[src/sv/pidc_pkg.sv]
package pidc_pkg;

    // Field widths
    localparam int unsigned ErrW   = 16;
    localparam int unsigned StepW  = 16;
    localparam int unsigned GainW  = 16;
    localparam int unsigned LimW   = 31;
    localparam int unsigned ShW    = 4;
    localparam int unsigned DataW  = 32;
    localparam int unsigned AddrW  = 5;
    localparam int unsigned PcW    = 4;

    // Fixed scale factors, as shift amounts
    localparam logic [ShW-1:0] IPreShift  = 4'd11;   // divide by 2048
    localparam logic [ShW-1:0] IOutShift  = 4'd13;   // divide by 8192
    localparam logic [ShW-1:0] DPreShift  = 4'd6;    // divide by 64
    localparam logic [ShW-1:0] DOutShift  = 4'd2;    // divide by 4

    // Rate divider: numerator and number of quotient bits
    localparam logic [15:0] DNumerator = 16'hFFFF;
    localparam logic [4:0]  DivSteps   = 5'd16;

    // Register indexes on the configuration port
    typedef enum logic [2:0] {
        REG_PROP_GAIN   = 3'd0,
        REG_INTEG_GAIN  = 3'd1,
        REG_DERIV_GAIN  = 3'd2,
        REG_INTEG_LIMIT = 3'd3,
        REG_PROP_SHIFT  = 3'd4,
        REG_USE_DERIV   = 3'd5
    } t_reg_idx;

    typedef struct packed {
        logic [GainW-1:0] prop_gain;
        logic [GainW-1:0] integ_gain;
        logic [GainW-1:0] deriv_gain;
        logic [LimW-1:0]  integ_limit;
        logic [ShW-1:0]   prop_shift;
        logic             use_deriv;
    } t_cfg;

    // Datapath operations
    typedef enum logic [3:0] {
        OP_NOP         = 4'd0,
        OP_LOAD        = 4'd1,
        OP_MUL_P       = 4'd2,
        OP_SET_P       = 4'd3,
        OP_MUL_EDT     = 4'd4,
        OP_MUL_I       = 4'd5,
        OP_INTEG_ADD   = 4'd6,
        OP_INTEG_CLAMP = 4'd7,
        OP_ADD_I       = 4'd8,
        OP_DIV_INIT    = 4'd9,
        OP_DIV_STEP    = 4'd10,
        OP_MUL_D1      = 4'd11,
        OP_MUL_D2      = 4'd12,
        OP_ADD_D       = 4'd13,
        OP_OUT         = 4'd14
    } t_op;

    // Conditions that keep the step counter on the current step
    typedef enum logic [1:0] {
        W_NONE = 2'd0,
        W_IN   = 2'd1,
        W_DIV  = 2'd2,
        W_OUT  = 2'd3
    } t_hold;

    // Conditions for a jump to the step's target
    typedef enum logic [1:0] {
        J_NONE   = 2'd0,
        J_ALWAYS = 2'd1,
        J_NO_I   = 2'd2,
        J_NO_D   = 2'd3
    } t_jump;

    typedef struct packed {
        t_op            op;
        t_hold          hold;
        t_jump          jmp;
        logic [PcW-1:0] target;
    } t_uword;

    // Status from the datapath to the sequencer
    typedef struct packed {
        logic i_en;
        logic d_en;
        logic div_busy;
        logic out_full;
    } t_status;

    // Program step addresses used as jump targets
    localparam logic [PcW-1:0] PcLoad   = 4'd0;
    localparam logic [PcW-1:0] PcDCheck = 4'd8;
    localparam logic [PcW-1:0] PcDiv    = 4'd10;
    localparam logic [PcW-1:0] PcOut    = 4'd14;

    // Signed division by 2^k, truncating toward zero.
    function automatic logic [DataW-1:0] f_div_pow2(input logic [DataW-1:0] x,
                                                    input logic [ShW-1:0] k);
        logic [DataW-1:0] bias;
        logic [DataW-1:0] s;
        bias = x[DataW-1] ? ((DataW'(1) << k) - DataW'(1)) : '0;
        s    = x + bias;
        return DataW'($signed(s) >>> k);
    endfunction

    // Control store: one word per program step.
    function automatic t_uword f_ucode(input logic [PcW-1:0] pc);
        t_uword uw;
        uw = '{op: OP_NOP, hold: W_NONE, jmp: J_ALWAYS, target: PcLoad};
        case (pc)
            4'd0:  uw = '{op: OP_LOAD,        hold: W_IN,   jmp: J_NONE, target: PcLoad};
            4'd1:  uw = '{op: OP_MUL_P,       hold: W_NONE, jmp: J_NONE, target: PcLoad};
            4'd2:  uw = '{op: OP_SET_P,       hold: W_NONE, jmp: J_NO_I, target: PcDCheck};
            4'd3:  uw = '{op: OP_MUL_EDT,     hold: W_NONE, jmp: J_NONE, target: PcLoad};
            4'd4:  uw = '{op: OP_MUL_I,       hold: W_NONE, jmp: J_NONE, target: PcLoad};
            4'd5:  uw = '{op: OP_INTEG_ADD,   hold: W_NONE, jmp: J_NONE, target: PcLoad};
            4'd6:  uw = '{op: OP_INTEG_CLAMP, hold: W_NONE, jmp: J_NONE, target: PcLoad};
            4'd7:  uw = '{op: OP_ADD_I,       hold: W_NONE, jmp: J_NONE, target: PcLoad};
            4'd8:  uw = '{op: OP_NOP,         hold: W_NONE, jmp: J_NO_D, target: PcOut};
            4'd9:  uw = '{op: OP_DIV_INIT,    hold: W_NONE, jmp: J_NONE, target: PcLoad};
            4'd10: uw = '{op: OP_DIV_STEP,    hold: W_DIV,  jmp: J_NONE, target: PcDiv};
            4'd11: uw = '{op: OP_MUL_D1,      hold: W_NONE, jmp: J_NONE, target: PcLoad};
            4'd12: uw = '{op: OP_MUL_D2,      hold: W_NONE, jmp: J_NONE, target: PcLoad};
            4'd13: uw = '{op: OP_ADD_D,       hold: W_NONE, jmp: J_NONE, target: PcLoad};
            4'd14: uw = '{op: OP_OUT,         hold: W_OUT,  jmp: J_ALWAYS, target: PcLoad};
            default: uw = '{op: OP_NOP,       hold: W_NONE, jmp: J_ALWAYS, target: PcLoad};
        endcase
        return uw;
    endfunction

endpackage

[src/sv/pidc_cfg.sv]
module pidc_cfg (
    input  logic                         i_clk,
    input  logic                         i_rst_n,
    input  logic                         psel,
    input  logic                         penable,
    input  logic                         pwrite,
    input  logic [pidc_pkg::AddrW-1:0]   paddr,
    input  logic [pidc_pkg::DataW-1:0]   pwdata,
    output logic [pidc_pkg::DataW-1:0]   prdata,
    output logic                         pready,
    output pidc_pkg::t_cfg               o_cfg
);

    pidc_pkg::t_cfg     r_cfg;
    pidc_pkg::t_reg_idx w_idx;
    logic               w_wr;

    assign pready = 1'b1;
    assign w_idx  = pidc_pkg::t_reg_idx'(paddr[pidc_pkg::AddrW-1:2]);
    assign w_wr   = psel && penable && pwrite;

    // Register writes; indexes beyond the list are ignored.
    always_ff @(posedge i_clk) begin
        if (!i_rst_n) begin
            r_cfg.prop_gain   <= '0;
            r_cfg.integ_gain  <= '0;
            r_cfg.deriv_gain  <= '0;
            r_cfg.integ_limit <= '0;
            r_cfg.prop_shift  <= '0;
            r_cfg.use_deriv   <= 1'b1;
        end else if (w_wr) begin
            case (w_idx)
                pidc_pkg::REG_PROP_GAIN:   r_cfg.prop_gain   <= pwdata[pidc_pkg::GainW-1:0];
                pidc_pkg::REG_INTEG_GAIN:  r_cfg.integ_gain  <= pwdata[pidc_pkg::GainW-1:0];
                pidc_pkg::REG_DERIV_GAIN:  r_cfg.deriv_gain  <= pwdata[pidc_pkg::GainW-1:0];
                pidc_pkg::REG_INTEG_LIMIT: r_cfg.integ_limit <= pwdata[pidc_pkg::LimW-1:0];
                pidc_pkg::REG_PROP_SHIFT:  r_cfg.prop_shift  <= pwdata[pidc_pkg::ShW-1:0];
                pidc_pkg::REG_USE_DERIV:   r_cfg.use_deriv   <= pwdata[0];
                default: ;
            endcase
        end
    end

    // Read-back multiplexer.
    always_comb begin
        prdata = '0;
        case (w_idx)
            pidc_pkg::REG_PROP_GAIN:   prdata = 32'(r_cfg.prop_gain);
            pidc_pkg::REG_INTEG_GAIN:  prdata = 32'(r_cfg.integ_gain);
            pidc_pkg::REG_DERIV_GAIN:  prdata = 32'(r_cfg.deriv_gain);
            pidc_pkg::REG_INTEG_LIMIT: prdata = 32'(r_cfg.integ_limit);
            pidc_pkg::REG_PROP_SHIFT:  prdata = 32'(r_cfg.prop_shift);
            pidc_pkg::REG_USE_DERIV:   prdata = 32'(r_cfg.use_deriv);
            default:                   prdata = '0;
        endcase
    end

    assign o_cfg = r_cfg;

endmodule

[src/sv/pidc_seq.sv]
module pidc_seq (
    input  logic                i_clk,
    input  logic                i_rst_n,
    input  logic                i_valid,
    input  pidc_pkg::t_status   i_status,
    output pidc_pkg::t_uword    o_uword
);

    logic [pidc_pkg::PcW-1:0] r_pc;
    logic [pidc_pkg::PcW-1:0] n_pc;
    pidc_pkg::t_uword         w_uw;
    logic                     w_hold;
    logic                     w_jump;

    // Fetch the control word of the current step.
    assign w_uw = pidc_pkg::f_ucode(r_pc);

    // Evaluate hold and jump conditions.
    always_comb begin
        case (w_uw.hold)
            pidc_pkg::W_NONE: w_hold = 1'b0;
            pidc_pkg::W_IN:   w_hold = !i_valid;
            pidc_pkg::W_DIV:  w_hold = i_status.div_busy;
            pidc_pkg::W_OUT:  w_hold = i_status.out_full;
            default:          w_hold = 1'b0;
        endcase
        case (w_uw.jmp)
            pidc_pkg::J_NONE:   w_jump = 1'b0;
            pidc_pkg::J_ALWAYS: w_jump = 1'b1;
            pidc_pkg::J_NO_I:   w_jump = !i_status.i_en;
            pidc_pkg::J_NO_D:   w_jump = !i_status.d_en;
            default:            w_jump = 1'b0;
        endcase
        if (w_hold) begin
            n_pc = r_pc;
        end else if (w_jump) begin
            n_pc = w_uw.target;
        end else begin
            n_pc = r_pc + 1'b1;
        end
    end

    always_ff @(posedge i_clk) begin
        if (!i_rst_n) begin
            r_pc <= pidc_pkg::PcLoad;
        end else begin
            r_pc <= n_pc;
        end
    end

    assign o_uword = w_uw;

endmodule

[src/sv/pidc_dp.sv]
module pidc_dp (
    input  logic                        i_clk,
    input  logic                        i_rst_n,
    input  pidc_pkg::t_cfg              i_cfg,
    input  pidc_pkg::t_uword            i_uword,
    input  logic                        i_valid,
    input  logic signed [pidc_pkg::ErrW-1:0]  i_err_sample,
    input  logic [pidc_pkg::StepW-1:0]  i_time_step,
    input  logic                        i_stall,
    output pidc_pkg::t_status           o_status,
    output logic                        o_valid,
    output logic signed [pidc_pkg::DataW-1:0] o_drive_out
);

    localparam int unsigned DW = pidc_pkg::DataW;

    logic [pidc_pkg::ErrW-1:0]  r_err;
    logic [pidc_pkg::StepW-1:0] r_dt;
    logic [DW-1:0]              r_prod;
    logic [DW-1:0]              r_sum;
    logic [DW-1:0]              r_integ;
    logic [pidc_pkg::ErrW-1:0]  r_prev;
    logic [pidc_pkg::ErrW:0]    r_diff;
    logic [11:0]                r_rem;
    logic [15:0]                r_quo;
    logic [4:0]                 r_cnt;
    logic                       r_out_valid;
    logic [DW-1:0]              r_out;

    logic [DW-1:0]  w_err32;
    logic [DW-1:0]  w_mul_a;
    logic [DW-1:0]  w_mul_b;
    logic [DW-1:0]  w_mul;
    logic [DW-1:0]  w_hi;
    logic [DW-1:0]  w_lo;
    logic [DW-1:0]  w_clamped;
    logic [11:0]    w_dvs;
    logic [12:0]    w_shift;
    logic [13:0]    w_trial;
    logic           w_fits;
    logic           w_out_full;
    pidc_pkg::t_op  w_op;

    assign w_op    = i_uword.op;
    assign w_err32 = {{(DW - pidc_pkg::ErrW){r_err[pidc_pkg::ErrW-1]}}, r_err};

    // Shared multiplier, low 32 bits of the product.
    always_comb begin
        w_mul_a = '0;
        w_mul_b = '0;
        case (w_op)
            pidc_pkg::OP_MUL_P: begin
                w_mul_a = w_err32;
                w_mul_b = DW'(i_cfg.prop_gain);
            end
            pidc_pkg::OP_MUL_EDT: begin
                w_mul_a = w_err32;
                w_mul_b = DW'(r_dt);
            end
            pidc_pkg::OP_MUL_I: begin
                w_mul_a = pidc_pkg::f_div_pow2(r_prod, pidc_pkg::IPreShift);
                w_mul_b = DW'(i_cfg.integ_gain);
            end
            pidc_pkg::OP_MUL_D1: begin
                w_mul_a = {{(DW - pidc_pkg::ErrW - 1){r_diff[pidc_pkg::ErrW]}}, r_diff};
                w_mul_b = DW'(r_quo);
            end
            pidc_pkg::OP_MUL_D2: begin
                w_mul_a = pidc_pkg::f_div_pow2(r_prod, pidc_pkg::DPreShift);
                w_mul_b = DW'(i_cfg.deriv_gain);
            end
            default: begin
                w_mul_a = '0;
                w_mul_b = '0;
            end
        endcase
        w_mul = w_mul_a * w_mul_b;
    end

    // Symmetric integrator clamp.
    always_comb begin
        w_hi = DW'(i_cfg.integ_limit);
        w_lo = DW'(0) - w_hi;
        if ($signed(r_integ) < $signed(w_lo)) begin
            w_clamped = w_lo;
        end else if ($signed(w_hi) < $signed(r_integ)) begin
            w_clamped = w_hi;
        end else begin
            w_clamped = r_integ;
        end
    end

    // One restoring division step for the derivative rate.
    assign w_dvs   = r_dt[pidc_pkg::StepW-1:4];
    assign w_shift = {r_rem, r_quo[15]};
    assign w_trial = {1'b0, w_shift} - {2'b00, w_dvs};
    assign w_fits  = !w_trial[13];

    assign w_out_full = r_out_valid && i_stall;

    // Control state: integrator, last error, divider count, output valid.
    always_ff @(posedge i_clk) begin
        if (!i_rst_n) begin
            r_integ     <= '0;
            r_prev      <= '0;
            r_cnt       <= '0;
            r_out_valid <= 1'b0;
        end else begin
            case (w_op)
                pidc_pkg::OP_INTEG_ADD:   r_integ <= r_integ + r_prod;
                pidc_pkg::OP_INTEG_CLAMP: r_integ <= w_clamped;
                default: ;
            endcase
            if (w_op == pidc_pkg::OP_DIV_INIT) begin
                r_prev <= r_err;
                r_cnt  <= pidc_pkg::DivSteps;
            end else if (w_op == pidc_pkg::OP_DIV_STEP && r_cnt != '0) begin
                r_cnt <= r_cnt - 1'b1;
            end
            if (w_op == pidc_pkg::OP_OUT && !w_out_full) begin
                r_out_valid <= 1'b1;
            end else if (!i_stall) begin
                r_out_valid <= 1'b0;
            end
        end
    end

    // Payload registers.
    always_ff @(posedge i_clk) begin
        case (w_op)
            pidc_pkg::OP_LOAD: begin
                if (i_valid) begin
                    r_err <= i_err_sample;
                    r_dt  <= i_time_step;
                end
            end
            pidc_pkg::OP_MUL_P, pidc_pkg::OP_MUL_EDT, pidc_pkg::OP_MUL_I,
            pidc_pkg::OP_MUL_D1, pidc_pkg::OP_MUL_D2: begin
                r_prod <= w_mul;
            end
            pidc_pkg::OP_SET_P: begin
                r_sum <= pidc_pkg::f_div_pow2(r_prod, i_cfg.prop_shift);
            end
            pidc_pkg::OP_ADD_I: begin
                r_sum <= r_sum + pidc_pkg::f_div_pow2(r_integ, pidc_pkg::IOutShift);
            end
            pidc_pkg::OP_ADD_D: begin
                r_sum <= r_sum + pidc_pkg::f_div_pow2(r_prod, pidc_pkg::DOutShift);
            end
            pidc_pkg::OP_DIV_INIT: begin
                r_diff <= {r_err[pidc_pkg::ErrW-1], r_err} - {r_prev[pidc_pkg::ErrW-1], r_prev};
                r_rem  <= '0;
                r_quo  <= pidc_pkg::DNumerator;
            end
            pidc_pkg::OP_DIV_STEP: begin
                if (r_cnt != '0) begin
                    r_rem <= w_fits ? w_trial[11:0] : w_shift[11:0];
                    r_quo <= {r_quo[14:0], w_fits};
                end
            end
            pidc_pkg::OP_OUT: begin
                if (!w_out_full) begin
                    r_out <= r_sum;
                end
            end
            default: ;
        endcase
    end

    assign o_status.i_en     = (i_cfg.integ_gain != '0) && (r_dt != '0);
    assign o_status.d_en     = i_cfg.use_deriv && (i_cfg.deriv_gain != '0) && (w_dvs != '0);
    assign o_status.div_busy = (r_cnt != '0);
    assign o_status.out_full = w_out_full;

    assign o_valid     = r_out_valid;
    assign o_drive_out = r_out;

endmodule

[src/sv/pid_controller_step.sv]
// PID controller step with a clamped integer integrator.
// Input channel: i_valid / o_stall carry one transaction of i_err_sample and
// i_time_step. Output channel: o_valid / i_stall carry one transaction of
// o_drive_out. A transaction completes at a clock edge where valid is high
// and stall is low.
// A small microcoded sequencer walks each sample through one shared 32x32
// multiplier, a shift-and-round unit and a one-bit-per-cycle divider for the
// derivative rate. The program skips the integral and derivative steps
// when those terms are off. A new sample is taken in the cycle after the
// result is written, so each sample is finished before the next is taken.
// The output register frees the sequencer: a new sample is accepted while
// a result still waits, and the sequencer holds at its last step only if
// that result is still stalled when the next one is ready.
// Synchronous active-low reset clears the integrator and the last error,
// restores the register defaults (PID mode on, all gains zero) and empties
// the output register. Registers are written through the APB port, and the
// user must write them only while the block is idle; nothing enforces it.
module pid_controller_step (
    input  logic                                i_clk,
    input  logic                                i_rst_n,
    input  logic                                psel,
    input  logic                                penable,
    input  logic                                pwrite,
    input  logic [pidc_pkg::AddrW-1:0]          paddr,
    input  logic [pidc_pkg::DataW-1:0]          pwdata,
    output logic [pidc_pkg::DataW-1:0]          prdata,
    output logic                                pready,
    input  logic                                i_valid,
    output logic                                o_stall,
    input  logic signed [pidc_pkg::ErrW-1:0]    i_err_sample,
    input  logic [pidc_pkg::StepW-1:0]          i_time_step,
    output logic                                o_valid,
    input  logic                                i_stall,
    output logic signed [pidc_pkg::DataW-1:0]   o_drive_out
);

    pidc_pkg::t_cfg    w_cfg;
    pidc_pkg::t_uword  w_uword;
    pidc_pkg::t_status w_status;

    pidc_cfg u_cfg (
        .i_clk   (i_clk),
        .i_rst_n (i_rst_n),
        .psel    (psel),
        .penable (penable),
        .pwrite  (pwrite),
        .paddr   (paddr),
        .pwdata  (pwdata),
        .prdata  (prdata),
        .pready  (pready),
        .o_cfg   (w_cfg)
    );

    pidc_seq u_seq (
        .i_clk    (i_clk),
        .i_rst_n  (i_rst_n),
        .i_valid  (i_valid),
        .i_status (w_status),
        .o_uword  (w_uword)
    );

    pidc_dp u_dp (
        .i_clk        (i_clk),
        .i_rst_n      (i_rst_n),
        .i_cfg        (w_cfg),
        .i_uword      (w_uword),
        .i_valid      (i_valid),
        .i_err_sample (i_err_sample),
        .i_time_step  (i_time_step),
        .i_stall      (i_stall),
        .o_status     (w_status),
        .o_valid      (o_valid),
        .o_drive_out  (o_drive_out)
    );

    // Input is taken only at the load step of the program.
    assign o_stall = (w_uword.op != pidc_pkg::OP_LOAD);

endmodule

[config.mk]
export PLATFORM = sky130hd
export DESIGN_NAME = pid_controller_step
export DESIGN_NICKNAME = d
export VERILOG_FILES = /design/src/sv/pidc_pkg.sv /design/src/sv/pidc_cfg.sv /design/src/sv/pidc_seq.sv /design/src/sv/pidc_dp.sv /design/src/sv/pid_controller_step.sv
export SDC_FILE = /design/constraint.sdc
export NUM_CORES = 2
export LEC_CHECK = 0
export BUFFER_PORTS_ARGS = -buffer_cell sky130_fd_sc_hd__buf_2
export CORE_MARGIN = 2
export CORE_UTILIZATION = 50
export CTS_CLUSTER_SIZE = 28
export DETAILED_ROUTE_END_ITERATION = 7
export HOLD_SLACK_MARGIN = 0.06
export PLACE_DENSITY = 0.73
export SYNTH_ARGS = -nofsm -noshare
export SYNTH_HDL_FRONTEND = slang
export SYNTH_HIERARCHICAL = 1
export SYNTH_SLANG_ARGS = --single-unit
[constraint.sdc]
create_clock -name i_clk -period 9.2 [get_ports i_clk]
set_clock_uncertainty 0.1 [all_clocks]
set_input_delay 0.46 -clock i_clk [delete_from_list [all_inputs] [get_ports i_clk]]
set_output_delay 0.46 -clock i_clk [all_outputs]
set_load 0.01 [all_outputs]
======== Word level (Yosys, flattened, before mapping) ========
Memories as Yosys holds them, arrays and structs flattened. A register that Yosys moved wholly into a read port is not among the register bits.
Index checks and enable logic that the tools add are counted.
word-level totals
  flip-flop bits (word level) ............. 315
  bits in read-only memories .............. 176
  input bits .............................. 76
  output and inout bits ................... 67
  word-level logic and storage cells ...... 135
  memories kept ........................... 1
memories
  memory           words  bits a word  rd ports  clocked after Yosys merged registers in  write ports  line             RTL
  (no name shown)  16     11           1         1                                        0            pidc_pkg.sv:112  case (pc)
operators by class
  add/subtract/negate cells ............... 14
  $mul .................................... 1
  magnitude comparators ................... 2
  equality and inequality tests ........... 29
  shift operators ......................... 2
  muxes and demuxes ....................... 26
  bitwise operators ....................... 2
  reductions and logical operators ........ 38
operators by type and width
  cell                     number
  $add A32 B32 Y32         8
  $pmux W31 S6             1
  $pmux W32 S4             1
  $mux W32                 3
  $pmux W32 S3             1
  $pmux W16 S5             1
  $lt A32 B32 Y1           2
  $pmux W32 S2             1
  $reduce_bool A16 Y1      3
  $mul A32 B16 Y32         1
  $pmux W16 S2             1
  $shl A1 B4 Y32 const A   1
  $sshr A32 B4 Y32         1
  $sub A1 B31 Y32 const A  1
  $sub A32 B1 Y32 const B  1
  $eq A4 B4 Y1 const B     7
  $mux W12                 2
  $pmux W12 S2             1
  $reduce_and A2 Y1        10
  $sub A16 B16 Y17         1
  $eq A4 B3 Y1 const B     4
  $mux W16                 1
  $sub A13 B12 Y14         1
  $mux W13                 1
  31 further kinds         59

======== Depth between registers and ports, before layout ========
  depth in word-level cells ............... 8
  mapped depth ............................ 35
  depth with buffers taken out ............ 33

======== Cells and area by module ========
Netlist, hierarchy kept.
modules (own cells, without submodules)
  module               times used  cells each  area each (um^2)  seq. area each (um^2)
  pidc_dp              1           3,843       32,856.5          6,276.0
  pidc_cfg             1           389         3,846.2           1,681.6
  pidc_seq             1           78          804.5             300.3
  pid_controller_step  1           1           10.0              0.0

======== Worst setup path before layout ========
Ideal clock, no wire load.
  path type ............................... flip-flop to flip-flop
  from .................................... register u_dp.r_prod[31]
  to ...................................... register u_dp.r_prod[31] (data pin)
  setup time .............................. 0.258 ns
  data arrival time ....................... 8.709 ns
  data required time ...................... 8.842 ns
  setup slack ............................. 0.134 ns
  stages on the path, launching flop included .. 34
  path buffers ............................ 2
  period minus slack after synthesis ...... 9.066 ns
  path through ............................ edfxtp_1 ha_1 nand4_1 a21oi_2 o21ai_1 a211o_1 buf_2 or2_2 nor2_1 xnor2_1 o21ai_1 clkbuf_1 nand2_1 fa_1 fa_1 fa_1 inv_1 fa_1 fa_1 inv_1 fa_1 inv_1 ha_1 and3_1 a221o_1 a31oi_1 o31ai_1 a41oi_1 a21oi_1 and4_1 a2111oi_0 o21bai_1 a21o_1 xnor2_1
on the way
  longest elaborated chain between the ends .. 4
  elaborated cells on any way between the ends .. 6
  those cells by class .................... add/sub (2); mul (1); mux (3)
RTL lines
  what                                 line             RTL
  start: declaration                   pidc_dp.sv:19    logic [DW-1:0] r_prod;
  start signal: assignment             pidc_dp.sv:139   r_prod <= w_mul;
  $mux W6 or $mux W11 (tied branches)  pidc_pkg.sv:103  bias = x[DataW-1] ? ((DataW'(1) << k) - DataW'(1)) : '0;
  $add A32 B32 Y32                     pidc_pkg.sv:104  s = x + bias;
  $pmux W32 S4 (*)                     pidc_dp.sv:51    case (w_op)
  $mul A32 B16 Y32 (*)                 pidc_dp.sv:77    w_mul = w_mul_a * w_mul_b;
  named net u_dp.w_mul[31]             pidc_dp.sv:33    logic [DW-1:0] w_mul;
Mark *: on every way through the listed nets, which the timed path passes. The rest lies on a longest branch.
A chain may end at the register's enable or synchronous reset.

======== Worst setup path in the final report ========
  from .................................... register u_dp.r_prod[14]
  to ...................................... register u_dp.r_prod[31] (data pin)
on the way
  longest elaborated chain between the ends .. 3
  elaborated cells on any way between the ends .. 4
  those cells by class .................... add/sub (2); mul (1); mux (1)
RTL lines
  what                      line
  $add A32 B32 Y32          pidc_pkg.sv:104
  $pmux W32 S4 (*)          pidc_dp.sv:51
  $mul A32 B16 Y32 (*)      pidc_dp.sv:77
  named net u_dp.w_mul[31]  pidc_dp.sv:33
Marked as above.

==> out/metrics.csv <==
metric;value;unit
status;complete, no violations;
Syn-to-layout area delta;11.80;%
fin nets;5182;
Final GP Congestion;1.014;
Worst Path Required;9430;ps
fin cells;5519;
Synth Cell Area;37510;um2
dpl cell area;39920;um2
Top delay family on crit path;adder cells;
Root Buffer;clkbuf_16;
residual DRC count;0;
worst r2r src;u_dp/r_prod[14]$_DFFE_PP_;
Worst Path Arrival;9190;ps
placed insts;5392;
most frequent CP cell;fa_1;
Hold Crit Start;pwdata[0];
WS Path Type;flip-flop to flip-flop;
fin crit period;8954;ps
FF-to-FF setup slack;250;ps
CTS tree;yes;
gr usage total;29.15;%
Hold Path Cell Cnt;3;
Tcrit/Tclk final;97.33;%
register area;8258;um2
largest net degree at the start of global routing;111;
worst path bufs/invs;5;
Pins Over Slew Limit;0;
first-pass GRT wire length;178.8;mm
Static Leak;18.35;nW
# rows;100;
DIE AREA;77220;um2
Final Hold Fails;0;
DR WL/cell;20.55;um
CTS Buf Count;38;
pwr/cell area;170.4;nW/um2
Max Cap Violations;0;
post-DR vias/cell;5.944;
post-route cell area;41930;um2
Die Y;277.9;um
aggregate routed wire length;113.4;mm
Synthesis Warnings;6;
met1 GRT Util;39.35;%
# clock sinks;326;
Mapped Cells;4309;
gr busiest metal;met2;
total number of vias;32810;
Worst-path clk slew;60;ps
I/O pin total;143;
Worst Reg2Reg Path Length in Cells;29;
antenna fix cells;0;
Peak Freq;111.7;MHz
CTS H-tree depth;2;
# fillers;6639;
synthesized area per cell;8.704;um2
Iteration-0 DRC Markers;3071;
antenna violations before repair;3;
worst skew pair latency;600;ps
maximum ir drop on the vdd rail;0.1792;mV
setup violators final;0;
fraction of layout cells with a size suffix above 1;11.56;%
DIE WIDTH;277.9;um
TritonRoute pass-1 iters;6;
core footprint;74320;um2
reg2reg end;u_dp/r_prod[31]$_DFFE_PP_;
hold crit path type;primary input to flip-flop;
Port Buffer Count;137;
pre-CTS WS;-63.21;ps
total grt overflow;0;
Initial Util;50.46;%
antenna-violating nets left;0;
Max FO, Critical Path;9;
sum of negative setup slack;0;ps
Rel. slew slack;15.71;%
element type at the critical path start;flip-flop;
max incr delay on CP;660;ps
post-route worst setup slack;245.6;ps
multi-input logic area;26940;um2
CP endpoint kind;flip-flop;
number of global-route vias before repair;31880;
met3 Use GR;4.776;%
hold path endpoint;u_cfg/o_cfg[0]$_SDFFE_PN1P_;
Slew @ Worst Pin;1232;ps
DP HPWL;88.43;mm
grt met2 use;47.46;%
Clock Path Buffers;3;
CP max-delay cell;edfxtp_1;
[metrics by stage]
stage | power (W) | util (%) | hold WS (ps)
3_3_place_gp | 0.005335 | 53.72 | 346.1
4_1_cts | 0.007047 | 56.15 | 80.73
3_5_place_dp | 0.005397 | 53.72 | 355.6
5_1_grt | 0.007528 | 56.42 | 126.6
2_1_floorplan | 0.004245 | - | 333.4
6_report | 0.007144 | 56.42 | 112.8
[flip-flops by register name (all words and copies together) (netlist names)]
| name | flops |
|---|---|
| u_dp/r_diff | 17 |
| u_dp/r_err | 16 |
| u_cfg/o_cfg | 84 |
| u_dp/r_sum | 32 |
| u_dp/r_quo | 16 |
| u_dp/o_valid | 1 |
| u_dp/r_prev | 16 |
| u_dp/r_prod | 32 |
| u_dp/r_cnt | 5 |
| u_dp/o_drive_out | 32 |
| u_dp/r_integ | 32 |
| u_dp/r_rem | 12 |
| u_seq/o_uword | 11 |
| u_seq/r_pc | 4 |
| u_dp/r_dt | 16 |
[power breakdown]
part	internal, W	leakage [nW]	switching [W]
clock	0.000920	0.642	0.000688
sequential	0.00181	2.83	0.000243
combinational	0.00133	14.9	0.00215
[worst register-to-register path: cells and delay by family, from the launching register on]
family,cells,cell delay (ps)
DFF,1,660
xor gates and xnor gates,2,350
buffers and inverters,5,560
AOI/OAI and AO/OA,8,1910
adders and majority gates,7,3290
and+or+nand+nor,7,1850
[how the worst max path moves through the flow]
stage | from | to | slack [ps] | cells after the start
floorplan | u_dp/r_prod[31]$_DFFE_PP_ | u_dp/r_prod[31]$_DFFE_PP_ | 130 | 33
CTS | u_dp/r_prod[31]$_DFFE_PP_ | u_dp/r_prod[31]$_DFFE_PP_ | 7 | 33
finish | u_dp/r_prod[14]$_DFFE_PP_ | u_dp/r_prod[31]$_DFFE_PP_ | 250 | 29
global placement | u_dp/r_prod[31]$_DFFE_PP_ | u_dp/r_prod[31]$_DFFE_PP_ | 80 | 33
global route | u_dp/r_prod[14]$_DFFE_PP_ | u_dp/r_prod[31]$_DFFE_PP_ | -30 | 29
detailed placement | u_dp/r_prod[31]$_DFFE_PP_ | u_dp/r_prod[31]$_DFFE_PP_ | -60 | 34
[metal layers]
metal / wire length, um / part of all wire (%)
met1: 47580 / 42
met3: 9431 / 8.3
met4: 4429 / 3.9
met5: 13 / 0.011
met2: 51940 / 46
[cell usage in the layout, fill, tap and decap left out, types with 18 or more instances in the layout]
master / instances
nand2b_1: 43
o211ai_1: 20
nor2b_1: 45
buf_2: 136
nand4_1: 56
or3_1: 27
a21oi_1: 177
clkbuf_16: 39
and2_1: 75
a211oi_1: 23
a21o_1: 75
and3_1: 30
o22ai_1: 18
a22oi_1: 27
buf_4: 184
o21a_1: 30
nand3_1: 61
a31oi_1: 38
nor4_1: 28
nor3_1: 55
mux4_2: 23
a21boi_0: 36
ha_1: 279
o21ai_0: 144
edfxtp_1: 173
xor2_1: 128
nor2_1: 348
nand2_1: 632
dfxtp_1: 153
fa_1: 304
mux2i_1: 131
inv_1: 434
xnor2_1: 150
dlygate4sd3_1: 48
[area by class of cell]
| type | count | area share (%) |
|---|---|---|
| sequential | 326 | 19.69 |
| clock inverter | 24 | 0.6833 |
| timing repair buffer | 369 | 6.111 |
| multi-input combinational | 3346 | 64.25 |
| clock buffer | 46 | 2.438 |
| tap | 969 | 2.891 |
| inverter | 439 | 3.930 |
[timing repair]
item,in CTS,in global routing
hold buffers,48,0
endpoints found under the setup margin,1,4
gates resized for setup,6,27
buffers inserted,0,8
hold endpoints to repair,48,0
cloned,0,1
pin swaps,2,15
Power figures use the tool's default switching activity.
